File: src/sv/acc_pkg.sv
// Shared types, constants and helpers for the actuator command controller.
package acc_pkg;

  // Operating modes, as shown on the mode result field
  typedef enum logic [1:0] {
    MODE_IDLE     = 2'd0,
    MODE_AUTO     = 2'd1,
    MODE_MANUAL   = 2'd2,
    MODE_SHUTDOWN = 2'd3
  } mode_t;

  // Configuration register indexes
  localparam logic CFG_PULSE_TICKS        = 1'b0;
  localparam logic CFG_SHUTDOWN_GAP_TICKS = 1'b1;

  // Reset values of the configuration registers
  localparam logic [15:0] PULSE_TICKS_RESET        = 16'd3000;
  localparam logic [15:0] SHUTDOWN_GAP_TICKS_RESET = 16'd2000;

  // Command characters
  localparam logic [7:0] CH_AUTO        = 8'h4A; // 'J'
  localparam logic [7:0] CH_MANUAL      = 8'h4D; // 'M'
  localparam logic [7:0] CH_EXIT        = 8'h58; // 'X'
  localparam logic [7:0] CH_SET_SUCT    = 8'h53; // 'S'
  localparam logic [7:0] CH_SET_SPIST   = 8'h41; // 'A'
  localparam logic [7:0] CH_SET_LPIST   = 8'h45; // 'E'
  localparam logic [7:0] CH_CLR_SUCT    = 8'h54; // 'T'
  localparam logic [7:0] CH_CLR_SPIST   = 8'h4B; // 'K'
  localparam logic [7:0] CH_CLR_LPIST   = 8'h50; // 'P'

  // Pulse targets (0 means no pulse running)
  localparam logic [1:0] TGT_NONE  = 2'd0;
  localparam logic [1:0] TGT_SUCT  = 2'd1;
  localparam logic [1:0] TGT_SPIST = 2'd2;
  localparam logic [1:0] TGT_LPIST = 2'd3;

  // Shutdown steps
  localparam logic [1:0] SD_NONE  = 2'd0;
  localparam logic [1:0] SD_SPIST = 2'd1;
  localparam logic [1:0] SD_LPIST = 2'd2;

  typedef struct packed {
    logic       cmd;
    logic [7:0] rx_byte;
  } in_t;

  typedef struct packed {
    logic       echo_valid;
    logic [7:0] echo_byte;
    logic       suction_on;
    logic       suction_piston_on;
    logic       label_piston_on;
    logic [1:0] mode;
  } out_t;

  typedef struct packed {
    logic [15:0] pulse_ticks;
    logic [15:0] shutdown_gap_ticks;
  } cfg_t;

  typedef struct packed {
    mode_t       mode_state;
    logic [2:0]  actuator_bits;
    logic [15:0] countdown;
    logic [1:0]  pulse_target;
    logic [1:0]  shutdown_step;
  } state_t;

  // S/A/E -> 1..3, anything else 0
  function automatic logic [1:0] set_index(input logic [7:0] c);
    logic [1:0] k;
    begin
      k = TGT_NONE;
      if (c == CH_SET_SUCT) k = TGT_SUCT;
      else if (c == CH_SET_SPIST) k = TGT_SPIST;
      else if (c == CH_SET_LPIST) k = TGT_LPIST;
      return k;
    end
  endfunction

  // T/K/P -> 1..3, anything else 0
  function automatic logic [1:0] clear_index(input logic [7:0] c);
    logic [1:0] k;
    begin
      k = TGT_NONE;
      if (c == CH_CLR_SUCT) k = TGT_SUCT;
      else if (c == CH_CLR_SPIST) k = TGT_SPIST;
      else if (c == CH_CLR_LPIST) k = TGT_LPIST;
      return k;
    end
  endfunction

  // One-hot actuator mask for index 1..3
  function automatic logic [2:0] act_mask(input logic [1:0] k);
    logic [2:0] m;
    begin
      case (k)
        TGT_SUCT:  m = 3'b001;
        TGT_SPIST: m = 3'b010;
        TGT_LPIST: m = 3'b100;
        default:   m = 3'b000;
      endcase
      return m;
    end
  endfunction

  // Letter echoed when a pulse ends
  function automatic logic [7:0] pulse_letter(input logic [1:0] k);
    logic [7:0] c;
    begin
      case (k)
        TGT_SUCT:  c = CH_SET_SUCT;
        TGT_SPIST: c = CH_SET_SPIST;
        TGT_LPIST: c = CH_SET_LPIST;
        default:   c = 8'h00;
      endcase
      return c;
    end
  endfunction

endpackage

File: src/sv/acc_cfg.sv
// Configuration registers: pulse length and shutdown gap.
module acc_cfg (
  input  logic          clk,
  input  logic          rst,
  input  logic          cfg_we,
  input  logic          cfg_index,
  input  logic [15:0]   cfg_wdata,
  output acc_pkg::cfg_t cfg
);

  // Write port, no read-back
  always_ff @(posedge clk) begin
    if (rst) begin
      cfg.pulse_ticks        <= acc_pkg::PULSE_TICKS_RESET;
      cfg.shutdown_gap_ticks <= acc_pkg::SHUTDOWN_GAP_TICKS_RESET;
    end else if (cfg_we) begin
      case (cfg_index)
        acc_pkg::CFG_PULSE_TICKS:        cfg.pulse_ticks        <= cfg_wdata;
        acc_pkg::CFG_SHUTDOWN_GAP_TICKS: cfg.shutdown_gap_ticks <= cfg_wdata;
        default: ;
      endcase
    end
  end

endmodule

File: src/sv/acc_step.sv
// Per-transaction update: next controller state and the result it produces.
module acc_step (
  input  acc_pkg::state_t state,
  input  acc_pkg::in_t    item,
  input  acc_pkg::cfg_t   cfg,
  output acc_pkg::state_t state_next,
  output acc_pkg::out_t   result
);

  logic [1:0]  set_k;
  logic [1:0]  clr_k;
  logic [15:0] count_dec;
  logic        expired;
  logic        echo;
  logic [7:0]  echo_char;

  assign set_k     = acc_pkg::set_index(item.rx_byte);
  assign clr_k     = acc_pkg::clear_index(item.rx_byte);
  // Running count steps down to zero and sticks there
  assign count_dec = (state.countdown != 16'd0) ? state.countdown - 16'd1 : 16'd0;
  assign expired   = (count_dec == 16'd0);

  // Next state
  always_comb begin
    state_next = state;
    if (!item.cmd) begin
      case (state.mode_state)
        acc_pkg::MODE_IDLE: begin
          if (item.rx_byte == acc_pkg::CH_AUTO) state_next.mode_state = acc_pkg::MODE_AUTO;
          else if (item.rx_byte == acc_pkg::CH_MANUAL)
            state_next.mode_state = acc_pkg::MODE_MANUAL;
        end
        acc_pkg::MODE_AUTO: begin
          if (set_k != acc_pkg::TGT_NONE) begin
            state_next.actuator_bits = state.actuator_bits | acc_pkg::act_mask(set_k);
          end else if (clr_k != acc_pkg::TGT_NONE) begin
            state_next.actuator_bits = state.actuator_bits & ~acc_pkg::act_mask(clr_k);
          end else if (item.rx_byte == acc_pkg::CH_EXIT) begin
            state_next.mode_state = acc_pkg::MODE_IDLE;
          end
        end
        acc_pkg::MODE_MANUAL: begin
          // Bytes during a pulse are dropped
          if (state.pulse_target == acc_pkg::TGT_NONE) begin
            if (set_k != acc_pkg::TGT_NONE) begin
              state_next.actuator_bits = state.actuator_bits | acc_pkg::act_mask(set_k);
              state_next.pulse_target  = set_k;
              state_next.countdown     = cfg.pulse_ticks;
            end else if (item.rx_byte == acc_pkg::CH_EXIT) begin
              state_next.actuator_bits = state.actuator_bits & 3'b110;
              state_next.countdown     = cfg.shutdown_gap_ticks;
              state_next.shutdown_step = acc_pkg::SD_SPIST;
              state_next.mode_state    = acc_pkg::MODE_SHUTDOWN;
            end
          end
        end
        default: ;
      endcase
    end else begin
      // Tick: advance a running pulse or shutdown gap
      if (state.mode_state == acc_pkg::MODE_MANUAL &&
          state.pulse_target != acc_pkg::TGT_NONE) begin
        state_next.countdown = count_dec;
        if (expired) begin
          state_next.actuator_bits =
            state.actuator_bits & ~acc_pkg::act_mask(state.pulse_target);
          state_next.pulse_target = acc_pkg::TGT_NONE;
        end
      end else if (state.mode_state == acc_pkg::MODE_SHUTDOWN) begin
        state_next.countdown = count_dec;
        if (expired) begin
          if (state.shutdown_step == acc_pkg::SD_SPIST) begin
            state_next.actuator_bits = state.actuator_bits & 3'b101;
            state_next.countdown     = cfg.shutdown_gap_ticks;
            state_next.shutdown_step = acc_pkg::SD_LPIST;
          end else begin
            state_next.actuator_bits = state.actuator_bits & 3'b011;
            state_next.shutdown_step = acc_pkg::SD_NONE;
            state_next.mode_state    = acc_pkg::MODE_IDLE;
          end
        end
      end
    end
  end

  // Echo decision
  always_comb begin
    echo      = 1'b0;
    echo_char = item.rx_byte;
    if (!item.cmd) begin
      case (state.mode_state)
        acc_pkg::MODE_IDLE:   echo = 1'b1;
        acc_pkg::MODE_AUTO:   echo = (set_k != acc_pkg::TGT_NONE) ||
                                     (clr_k != acc_pkg::TGT_NONE);
        acc_pkg::MODE_MANUAL: echo = (state.pulse_target == acc_pkg::TGT_NONE) &&
                                     (set_k != acc_pkg::TGT_NONE);
        default:              echo = 1'b0;
      endcase
    end else if (state.mode_state == acc_pkg::MODE_MANUAL &&
                 state.pulse_target != acc_pkg::TGT_NONE && expired) begin
      // Pulse end repeats its letter
      echo      = 1'b1;
      echo_char = acc_pkg::pulse_letter(state.pulse_target);
    end
  end

  // Result fields show the state after the transaction
  always_comb begin
    result.echo_valid        = echo;
    result.echo_byte         = echo ? echo_char : 8'h00;
    result.suction_on        = state_next.actuator_bits[0];
    result.suction_piston_on = state_next.actuator_bits[1];
    result.label_piston_on   = state_next.actuator_bits[2];
    result.mode              = state_next.mode_state;
  end

endmodule

File: src/sv/actuator_command_controller.sv
// Top level of the actuator command controller: input and result registers.
//
// Usage:
//   Input channel (in_valid/in_ready/in_data): each transaction is either a
//   received command byte (cmd = 0, rx_byte) or a one millisecond tick
//   (cmd = 1). Every input transaction yields exactly one result on the
//   output channel (out_valid/out_ready/out_data): an optional echo byte,
//   the three actuator levels and the mode after the transaction.
//   Result: out_valid rises when the state update loads the result register
//   from the input register. Throughput: one transaction per cycle unless
//   the output stalls; the only loop is the controller state register,
//   updated by one pass of compare-and-select logic.
//   Stalls: while out_ready is low the result register holds its transaction
//   and the input register can still take one more; in_ready then drops
//   until the result is taken.
//   Reset (rst, synchronous): idle mode, all actuators off, no pulse or
//   shutdown running, pulse_ticks = 3000 and shutdown_gap_ticks = 2000.
//   Configuration: cfg_we writes cfg_wdata to register cfg_index
//   (0 pulse_ticks, 1 shutdown_gap_ticks); a new value applies at the next
//   pulse or gap start.
module actuator_command_controller (
  input  logic          clk,
  input  logic          rst,
  input  logic          in_valid,
  output logic          in_ready,
  input  acc_pkg::in_t  in_data,
  output logic          out_valid,
  input  logic          out_ready,
  output acc_pkg::out_t out_data,
  input  logic          cfg_we,
  input  logic          cfg_index,
  input  logic [15:0]   cfg_wdata
);

  acc_pkg::cfg_t   cfg;
  acc_pkg::state_t state;
  acc_pkg::state_t state_next;
  acc_pkg::out_t   result;
  acc_pkg::in_t    item;
  logic            item_valid;
  logic            advance;

  acc_cfg u_cfg (
    .clk       (clk),
    .rst       (rst),
    .cfg_we    (cfg_we),
    .cfg_index (cfg_index),
    .cfg_wdata (cfg_wdata),
    .cfg       (cfg)
  );

  acc_step u_step (
    .state      (state),
    .item       (item),
    .cfg        (cfg),
    .state_next (state_next),
    .result     (result)
  );

  // Move the held transaction into the result register when it is free
  assign advance  = item_valid && (!out_valid || out_ready);
  assign in_ready = !item_valid || advance;

  // Input register
  always_ff @(posedge clk) begin
    if (rst) begin
      item_valid <= 1'b0;
    end else if (in_ready) begin
      item_valid <= in_valid;
    end
  end

  always_ff @(posedge clk) begin
    if (in_valid && in_ready) begin
      item <= in_data;
    end
  end

  // Controller state
  always_ff @(posedge clk) begin
    if (rst) begin
      state.mode_state    <= acc_pkg::MODE_IDLE;
      state.actuator_bits <= 3'b000;
      state.countdown     <= 16'd0;
      state.pulse_target  <= acc_pkg::TGT_NONE;
      state.shutdown_step <= acc_pkg::SD_NONE;
    end else if (advance) begin
      state <= state_next;
    end
  end

  // Result register
  always_ff @(posedge clk) begin
    if (rst) begin
      out_valid <= 1'b0;
    end else if (advance) begin
      out_valid <= 1'b1;
    end else if (out_ready) begin
      out_valid <= 1'b0;
    end
  end

  always_ff @(posedge clk) begin
    if (advance) begin
      out_data <= result;
    end
  end

  // A pulse only runs in manual mode
  a_pulse_in_manual: assert property (@(posedge clk) disable iff (rst)
    state.pulse_target != acc_pkg::TGT_NONE |-> state.mode_state == acc_pkg::MODE_MANUAL)
    else $error("pulse running outside manual mode");

  // Shutdown step is tracked exactly while shutting down
  a_step_in_shutdown: assert property (@(posedge clk) disable iff (rst)
    (state.mode_state == acc_pkg::MODE_SHUTDOWN) == (state.shutdown_step != acc_pkg::SD_NONE))
    else $error("shutdown step out of step with mode");

  // Suction is off throughout the shutdown, suction piston too in its second gap
  a_shutdown_order: assert property (@(posedge clk) disable iff (rst)
    (state.shutdown_step == acc_pkg::SD_LPIST && state.actuator_bits[1:0] != 2'b00) ||
    (state.shutdown_step == acc_pkg::SD_SPIST && state.actuator_bits[0]) |-> 1'b0)
    else $error("shutdown cleared outputs out of order");

  // A transaction moved on is presented on the output next cycle
  a_advance_shows: assert property (@(posedge clk) disable iff (rst)
    advance |=> out_valid && out_data.mode == $past(state_next.mode_state))
    else $error("result register missed a transaction");

endmodule

File: config.mk
export PLATFORM = sky130hd
export DESIGN_NAME = actuator_command_controller
export DESIGN_NICKNAME = d
export VERILOG_FILES = /design/src/sv/acc_pkg.sv /design/src/sv/acc_cfg.sv /design/src/sv/acc_step.sv /design/src/sv/actuator_command_controller.sv
export SDC_FILE = /design/constraint.sdc
export NUM_CORES = 1
export LEC_CHECK = 0
export BUFFER_PORTS_ARGS = -buffer_cell sky130_fd_sc_hd__buf_4
export CORE_ASPECT_RATIO = 1.75
export CORE_MARGIN = 2
export CORE_UTILIZATION = 54
export CTS_BUF_LIST = sky130_fd_sc_hd__clkbuf_4
export CTS_CLUSTER_DIAMETER = 100
export CTS_CLUSTER_SIZE = 16
export DETAILED_ROUTE_END_ITERATION = 10
export PLACE_DENSITY = 0.72
export SKIP_CTS_REPAIR_TIMING = 1
export SYNTH_ARGS = -nofsm -noshare
export SYNTH_HDL_FRONTEND = slang
export SYNTH_SLANG_ARGS = --single-unit
File: constraint.sdc
create_clock -name clk -period 7.18 [get_ports clk]
set_input_delay 1.795 -clock clk [delete_from_list [all_inputs] [get_ports clk]]
set_output_delay 1.795 -clock clk [all_outputs]
set_load 0.05 [all_outputs]
# == Yosys cells after proc, flatten, opt, wreduce, memory -nomap -nowiden ==
# Index checks and enable logic that the tools add are counted.
# word_totals
input_bits,31
elab_cells,144
ff_bits,82
output_inout_bits,16
# op_classes
reduce_logical,28
eq_ne,28
bitwise,7
mux,63
n_addsub,1
# ops
cell,count
"8-bit by 7-bit == test with 1-bit output, second input constant",9
21-bit two-way mux,3
3-bit two-way mux,17
25-bit two-way mux,2
2-bit two-way mux,23
19-bit two-way mux,2
16-bit two-way mux,2
3-bit case mux with 3 select lines,3
7-bit case mux with 3 select lines,1
20-bit two-way mux,1
"2-bit == test, second input constant",8
16-bit zero test,1
8-bit two-way mux,2
16-bit nonzero test,1
2-bit nonzero test,8
"16-bit by 1-bit subtractor with 16-bit output, second input constant",1
"2-bit by 1-bit == test with 1-bit output, second input constant",5
8-bit AND reduction,1
3-bit AND,2
"2-bit by 1-bit != test with 1-bit output, second input constant",3
3-bit inverter,2
3-bit bitwise OR,2
2-bit case mux with 3 select lines,1
3-bit case mux with 2 select lines,1
other kinds (13),26

# == Logic depth before layout (Yosys ltp) ==
# Gate-level depths: netlist of run 1.
# logic_depth
word_depth,16
depth_mapped,10

# == Hierarchy ==
# A second synthesis of run 1 with hierarchy kept.
# hier_totals
hier_cells,651
hier_area_um2,5577.8
# modules_own_cells
mod,cells_each,seq_area_each_um2,n_inst,area_each_um2
acc_step,379,0.0,1,2347.3
actuator_command_controller,141,1231.2,1,1894.3
acc_cfg,131,640.6,1,1336.3

# == Least setup slack after synthesis of run 1 ==
# No wires, ideal clock.
# synth_path
kind,input to output
startpoint,input port out_ready
endpoint,output port in_ready
slack_ns,3.086
arrival_time_ns,2.299
stages,2
path_buffers,0
path_cell_list,nor2b_1 > nand2_1
# synth_via
elab_chain_cells,3
# synth_rtl
item,line,text
"start, declared",actuator_command_controller.sv:28,"input logic out_ready,"
1-bit logical OR,actuator_command_controller.sv:61,assign advance = item_valid && (!out_valid || out_ready);
1-bit logical AND,actuator_command_controller.sv:61,
1-bit logical OR,actuator_command_controller.sv:62,assign in_ready = !item_valid || advance;
"end, declared",actuator_command_controller.sv:25,"output logic in_ready,"
# Every way passes these cells.

# == Worst setup path in the final report of run 1 ==
# Same ends and word-level chain as after synthesis.

==> results of run 1 <==
-- worst max-delay path by stage --
stage          startpoint  endpoint  slack, ns  depth (start not counted)
2_1_floorplan   out_ready  in_ready       3.09                          2
3_3_place_gp    out_ready  in_ready       3.00                          4
3_5_place_dp    out_ready  in_ready       2.99                          4
4_1_cts         out_ready  in_ready       2.99                          4
5_1_grt         out_ready  in_ready       2.93                          4
6_report        out_ready  in_ready       3.00                          4
-- power groups by stage --
stage                     sequential (mW)  combinational (mW)  clock, mW
after global routing                0.509              0.0870      0.310
after global placement              0.516              0.0774          0
after CTS                           0.506              0.0796      0.292
final                               0.507              0.0796      0.290
after detailed placement            0.517              0.0794          0
after floorplan                     0.525              0.0375          0
-- final cells by class --
cell class / instances / area share (%)
multi-input cells: 410 / 49.7
flip-flops and latches: 82 / 36.6
repair buffers: 47 / 6.90
well taps: 115 / 2.81
clock buffers: 10 / 1.47
clock inverters: 6 / 1.27
inverters: 17 / 1.25
-- sequential cells by signal, summed over array words and instances, names as in the netlist --
signal	count
item	9
item_valid	1
out_data	14
out_valid	1
state	25
u_cfg.cfg	32
-- logic make-up after synthesis --
group	count (synthesis)	share of synthesized area, %
AOI/OAI and AO/OA	168	25.0
muxes	3	0.757
DFF	82	40.5
xor gates and xnor gates	10	1.89
buffers and inverters	51	4.57
adders and majority gates	6	1.62
and+or+nand+nor	223	25.7
-- worst max-delay path, cell delays in order --
cell	delay, ns
buf_4	0.11
nor2b_1	0.20
nand2_1	0.10
buf_4	0.19
-- layout by cell type, fill, tap and decap left out, drive strengths merged, types with 6 or more instances in the layout --
master and instances:
nand2 96, dfxtp 59, buf 47, a21oi 41
nand3 28, o21ai 24, nor2 23, edfxtp 23
inv 20, nor3 17, o22ai 16, a22oi 14
a31oi 11, clkbuf 10, nor4 10, nand2b 8
a21o 8, nor2b 7, a211oi 7, and2 6
ha 6
-- metal layers --
metal / up-vias / wire length [microns] / share of wire, %
met3: 55 / 553 / 4.3
li1: 2068 / - / -
met2: 180 / 7270 / 56
met5: - / 0 / 0
met4: 0 / 598 / 4.6
met1: 2093 / 4450 / 35
==> flow_summary.json, run 1 <==
{
  "dpl.hpwl_mm": 9.07,
  "start_kind": "input pin",
  "gp_congestion": 0.929,
  "final-instance-count-excl-fill": 687,
  "fin_ws_ns": 3.00,
  "finish.instance_area_sq_um": 5110,
  "layout-drive-gt1-share_pct": 15.2,
  "clk_pin_slew_ns": 0.11,
  "fillerInstances": 782,
  "power_switching_mw": 0.243,
  "dp.cells": 671,
  "reg2reg_to": "state[6]",
  "p_seq_share_pct": 57.8,
  "initial_core_util_pct": 55.6,
  "coreArea_sq_um": 8310,
  "seq_area_sq_um": 1870,
  "synth_nets": 580,
  "syn_area_sq_um": 4620,
  "cellInternalPower_mw": 0.633,
  "clock_skew_ns": 0.0346,
  "layout.nets": 604,
  "crit_fanout": 4,
  "cts_buffer_depth": 2,
  "cts_made_buffers": 9,
  "placed_area_sq_um": 4970,
  "grt_use_met2_pct": 52.5,
  "hp-class": "reg2reg",
  "yosysMostFrequentCell": "nand2_1",
  "max_freq_mhz": 239,
  "antenna_cells": 0,
  "synth_area_leader_cell": "dfxtp_1",
  "hold_ws_ns": 0.465,
  "synth_edf_count": 23,
  "outcome": "completed",
  "vias": 4396,
  "grt_pass1_vias": 4377,
  "async_flop_share_pct": 0,
  "r2r_cells": 8,
  "htree_levels": 3,
  "worstSetupEndpointType": "output pin",
  "finalCriticalPeriod_ns": 4.18,
  "firstDrtPassIters": 5,
  "numPortBuffers": 46,
  "grt_busiest_layer": "met2",
  "grt_pass1_wl_mm": 20.4,
  "syn_avg_cell_area_sq_um": 8.52,
  "ys_seq_area_share_pct": 40.5,
  "cts_sinks": 82,
  "synth_ff_type": "dfxtp_1",
  "multi_input_area_sq_um": 2540,
  "rows": 44,
  "cp.arrival_ns": 2.39,
  "grt_use_met3_pct": 5.72,
  "synth.ff_latch_count": 82,
  "dr.first_iter.drc_count": 289,
  "cts-root-buf": "clkbuf_4",
  "fp.dieW_microns": 74.0,
  "timing.rr.start": "item[0]",
  "path_class": "in2out",
  "ant_nets": 0,
  "min_to": "u_cfg.cfg[22]",
  "hold_viol_final": 0,
  "overflow": 0,
  "setup_violations": 0,
  "setup_tns_ns": 0,
  "power_mw": 0.876,
  "grt_use_total_pct": 28.4,
  "worst_pin_slew_ns": 1.20,
  "synth_top_area_share_pct": 25.5,
  "rrSetupSlack_ns": 3.71,
  "power.leakage_nw": 1.94,
  "period_share_pct": 58.3,
  "wl_mm": 12.9,
  "use_met1_pct": 27.3,
  "dpl_worst_slack_ns": 2.99,
  "powerDensity_nw_per_um2": 171,
  "yosysWarnings": 0,
  "worstSkewPairLatency_ns": 0.47,
  "wl_per_cell_microns": 18.7,
  "rsz0062_at_grt": "false",
  "netlist_instances": 543,
  "cap_violations": 0,
  "synth_common_cells": "nand2_1, dfxtp_1, a21oi_1, nand3_1, clkbuf_1",
  "slew_headroom_pct": 19.8,
  "ir_drop_mv": 0.112,
  "area_delta_synth_final_pct": 10.6,
  "die_height_microns": 126,
  "slew_violations": 0,
  "cts_tree": "built",
  "grt_antenna_before_repair": 0,
  "p_sw_share_pct": 27.7,
  "final_util_pct": 61.5,
  "grt_start_max_net_pins": 38,
  "via_per_inst": 6.40,
  "holdCritStartpoint": "u_cfg.cfg[22]",
  "min_path_cells": 2,
  "drcViolationCount": 0,
  "combPwrFrac_pct": 9.1,
  "ios": 47,
  "netlist_top_cells_area": "dfxtp_1, edfxtp_1, nand2_1, a21oi_1, nand3_1",
  "cp.required_ns": 5.39,
  "yosysUniqueCellTypes": 79,
  "clkPwrFrac_pct": 33.1,
  "die_area_sq_um": 9350
}
Note: power is estimated with default switching activity, not from simulation.
==> run 2: changes to the inputs <==
--- a/config.mk
+++ b/config.mk
@@ -13,7 +13,7 @@
 export CTS_CLUSTER_DIAMETER = 100
 export CTS_CLUSTER_SIZE = 16
 export DETAILED_ROUTE_END_ITERATION = 10
-export PLACE_DENSITY = 0.72
+export PLACE_DENSITY = 0.75
 export SKIP_CTS_REPAIR_TIMING = 1
 export SYNTH_ARGS = -nofsm -noshare
 export SYNTH_HDL_FRONTEND = slang
==> constraint.sdc (replaced) <==
create_clock -name clk -period 3.4 [get_ports clk]
set_input_delay 0.85 -clock clk [delete_from_list [all_inputs] [get_ports clk]]
set_output_delay 0.85 -clock clk [all_outputs]
set_load 0.05 [all_outputs]
==> run 2 against run 1 <==
  * Combinational power increased by 120%
  * Setup slack got worse by 2.8 ns
  * Clock skew decreased by 0.019 ns
  * Final area increased by 2.8%
  * Worst hold slack got worse by 0.0029 ns
  * Via count increased by 0.77%
  * Clock-buffer cell count unchanged
  * Total power increased by 110%
  * Flip-flop and latch count unchanged
  * Final cell count increased by 2.6%
  * Utilization increased by 1.7 points
  * Clock power increased by 110%
  * Largest cell class unchanged
==> flow_summary.json, run 2 (synthesis gave the netlist of run 1 again) <==
{
  "cts_buffer_depth": 2,
  "clk_pin_slew_ns": 0.13,
  "dpl.hpwl_mm": 9.67,
  "worst_pin_slew_ns": 0.963,
  "seq_area_sq_um": 1870,
  "setup_violations": 0,
  "wl_mm": 13.1,
  "final_cell_mix": "nand2_1, buf_4, dfxtp_1",
  "final_common_cell": "nand2_1",
  "fin_ws_ns": 0.217,
  "final_util_pct": 63.2,
  "p_seq_share_pct": 57.7,
  "slew_violations": 0,
  "rrSetupSlack_ns": 0.22,
  "layout.nets": 622,
  "start_kind": "flip-flop",
  "clock_skew_ns": 0.0155,
  "outcome": "completed",
  "finalCriticalPeriod_ns": 3.18,
  "initial_core_util_pct": 55.6,
  "cellInternalPower_mw": 1.35,
  "rsz0062_at_grt": "false",
  "cap_violations": 0,
  "dr.first_iter.drc_count": 235,
  "powerDensity_nw_per_um2": 353,
  "area_delta_synth_final_pct": 13.7,
  "p_sw_share_pct": 27.5,
  "crit_cells": 9,
  "cts_tree": "built",
  "cts-root-buf": "clkbuf_4",
  "gp_congestion": 0.998,
  "period_share_pct": 93.6,
  "vias": 4430,
  "timing.rr.start": "state[4]",
  "crit_end": "state[15]",
  "max_freq_mhz": 314,
  "ios": 47,
  "overflow": 0,
  "ant_nets": 0,
  "wl_per_cell_microns": 18.6,
  "firstDrtPassIters": 6,
  "grt_use_total_pct": 29.4,
  "reg_top3": "u_cfg.cfg (32), state (25), out_data (14)",
  "multi_input_area_sq_um": 2540,
  "worstSetupEndpointType": "flip-flop",
  "grt_pass1_vias": 4445,
  "slew_headroom_pct": 35.8,
  "power.leakage_nw": 2.03,
  "dpl_worst_slack_ns": 0.298,
  "finish.instance_area_sq_um": 5260,
  "critical-path-top-delay-family": "simple AND/OR/NAND/NOR gates",
  "setup_tns_ns": 0,
  "crit_chain": "inv_1, ha_1, or4b_2, nor4_1, mux2i_1, nand3b_4, nor4_4, o41ai_1, a32o_1",
  "r2r_cells": 9,
  "clkPwrFrac_pct": 33.0,
  "cp.required_ns": 3.75,
  "hp-class": "reg2reg",
  "layout-drive-gt1-share_pct": 17.8,
  "placed_area_sq_um": 5110,
  "max_stage_delay_ns": 0.60,
  "cp.arrival_ns": 3.54,
  "rows": 44,
  "regMostFlops": "u_cfg.cfg",
  "grt_pass1_wl_mm": 21.0,
  "path_class": "reg2reg",
  "cts_sinks": 82,
  "die_height_microns": 126,
  "combPwrFrac_pct": 9.3,
  "antenna_cells": 0,
  "fp.dieW_microns": 74.0,
  "grt_antenna_before_repair": 0,
  "coreArea_sq_um": 8310,
  "via_per_inst": 6.28,
  "numPortBuffers": 46,
  "power_switching_mw": 0.509,
  "fillerInstances": 743,
  "cts_made_buffers": 9,
  "hold_viol_final": 0,
  "grt_start_max_net_pins": 38,
  "ir_drop_mv": 0.297,
  "reg2reg_to": "state[15]",
  "drcViolationCount": 0,
  "critPathSlowestCell": "or4b_2",
  "crit_buf_inv": 1,
  "htree_levels": 3,
  "crit_start": "state[4]",
  "worstSkewPairLatency_ns": 0.46,
  "crit_fanout": 8,
  "die_area_sq_um": 9350,
  "largest_reg_flops": 32
}
==> run 2: cell count changes in the layout (fill, tap and decap cells not counted) <==
cell | before | now
buf_4 | 47 | 65
clkinv_4 | 0 | 1
inv_2 | 1 | 0
inv_4 | 1 | 0
inv_6 | 2 | 3
==> run 2: power by group through the flow <==
stage / combinational (mW) / clock (mW) / sequential [mW]
after floorplan: 0.0791 / 0 / 1.11
after global placement: 0.169 / 0 / 1.09
after global routing: 0.188 / 0.662 / 1.07
final: 0.172 / 0.613 / 1.07
after CTS: 0.173 / 0.622 / 1.07
after detailed placement: 0.173 / 0 / 1.09
==> run 2: final cells by class <==
cell class,count,area share [%]
clock buffers,10,1.43
clock inverters,6,1.38
inverters,17,1.21
multi-input cells,410,48.3
flip-flops and latches,82,35.6
well taps,115,2.74
repair buffers,65,9.28
==> run 2: worst min-delay path: stages, from the launching register on <==
cell and delay [ns]:
dfxtp_1 0.33, nand2_1 0.05, a21oi_1 0.05
==> run 2: how the worst min path moves through the flow <==
stage,start,to,slack (ns),depth (start not counted)
finish,u_cfg.cfg[26],u_cfg.cfg[26],0.46,2
global route,u_cfg.cfg[22],u_cfg.cfg[22],0.49,2
CTS,u_cfg.cfg[28],u_cfg.cfg[28],0.46,2
detailed placement,u_cfg.cfg[28],u_cfg.cfg[28],0.45,2
global placement,u_cfg.cfg[17],u_cfg.cfg[17],0.44,2
floorplan,state[1],state[1],0.43,2
==> run 2: per-stage QoR <==
stage | hold WS, ns | instances | power (mW)
floorplan | 0.433 | 543 | 1.19
detailed placement | 0.447 | 689 | 1.26
global route | 0.492 | 705 | 1.92
CTS | 0.465 | 705 | 1.86
finish | 0.462 | 705 | 1.85
global placement | 0.442 | 689 | 1.26
==> run 2: per-layer routing <==
| layer | global-route usage, % | wire length [microns] | vias up |
|---|---|---|---|
| li1 | - | - | 2098 |
| met1 | 29.4 | 4700 | 2115 |
| met2 | 53.4 | 7220 | 158 |
| met3 | 4.77 | 511 | 59 |
| met4 | 19.0 | 721 | 0 |
| met5 | 0 | 0 | - |
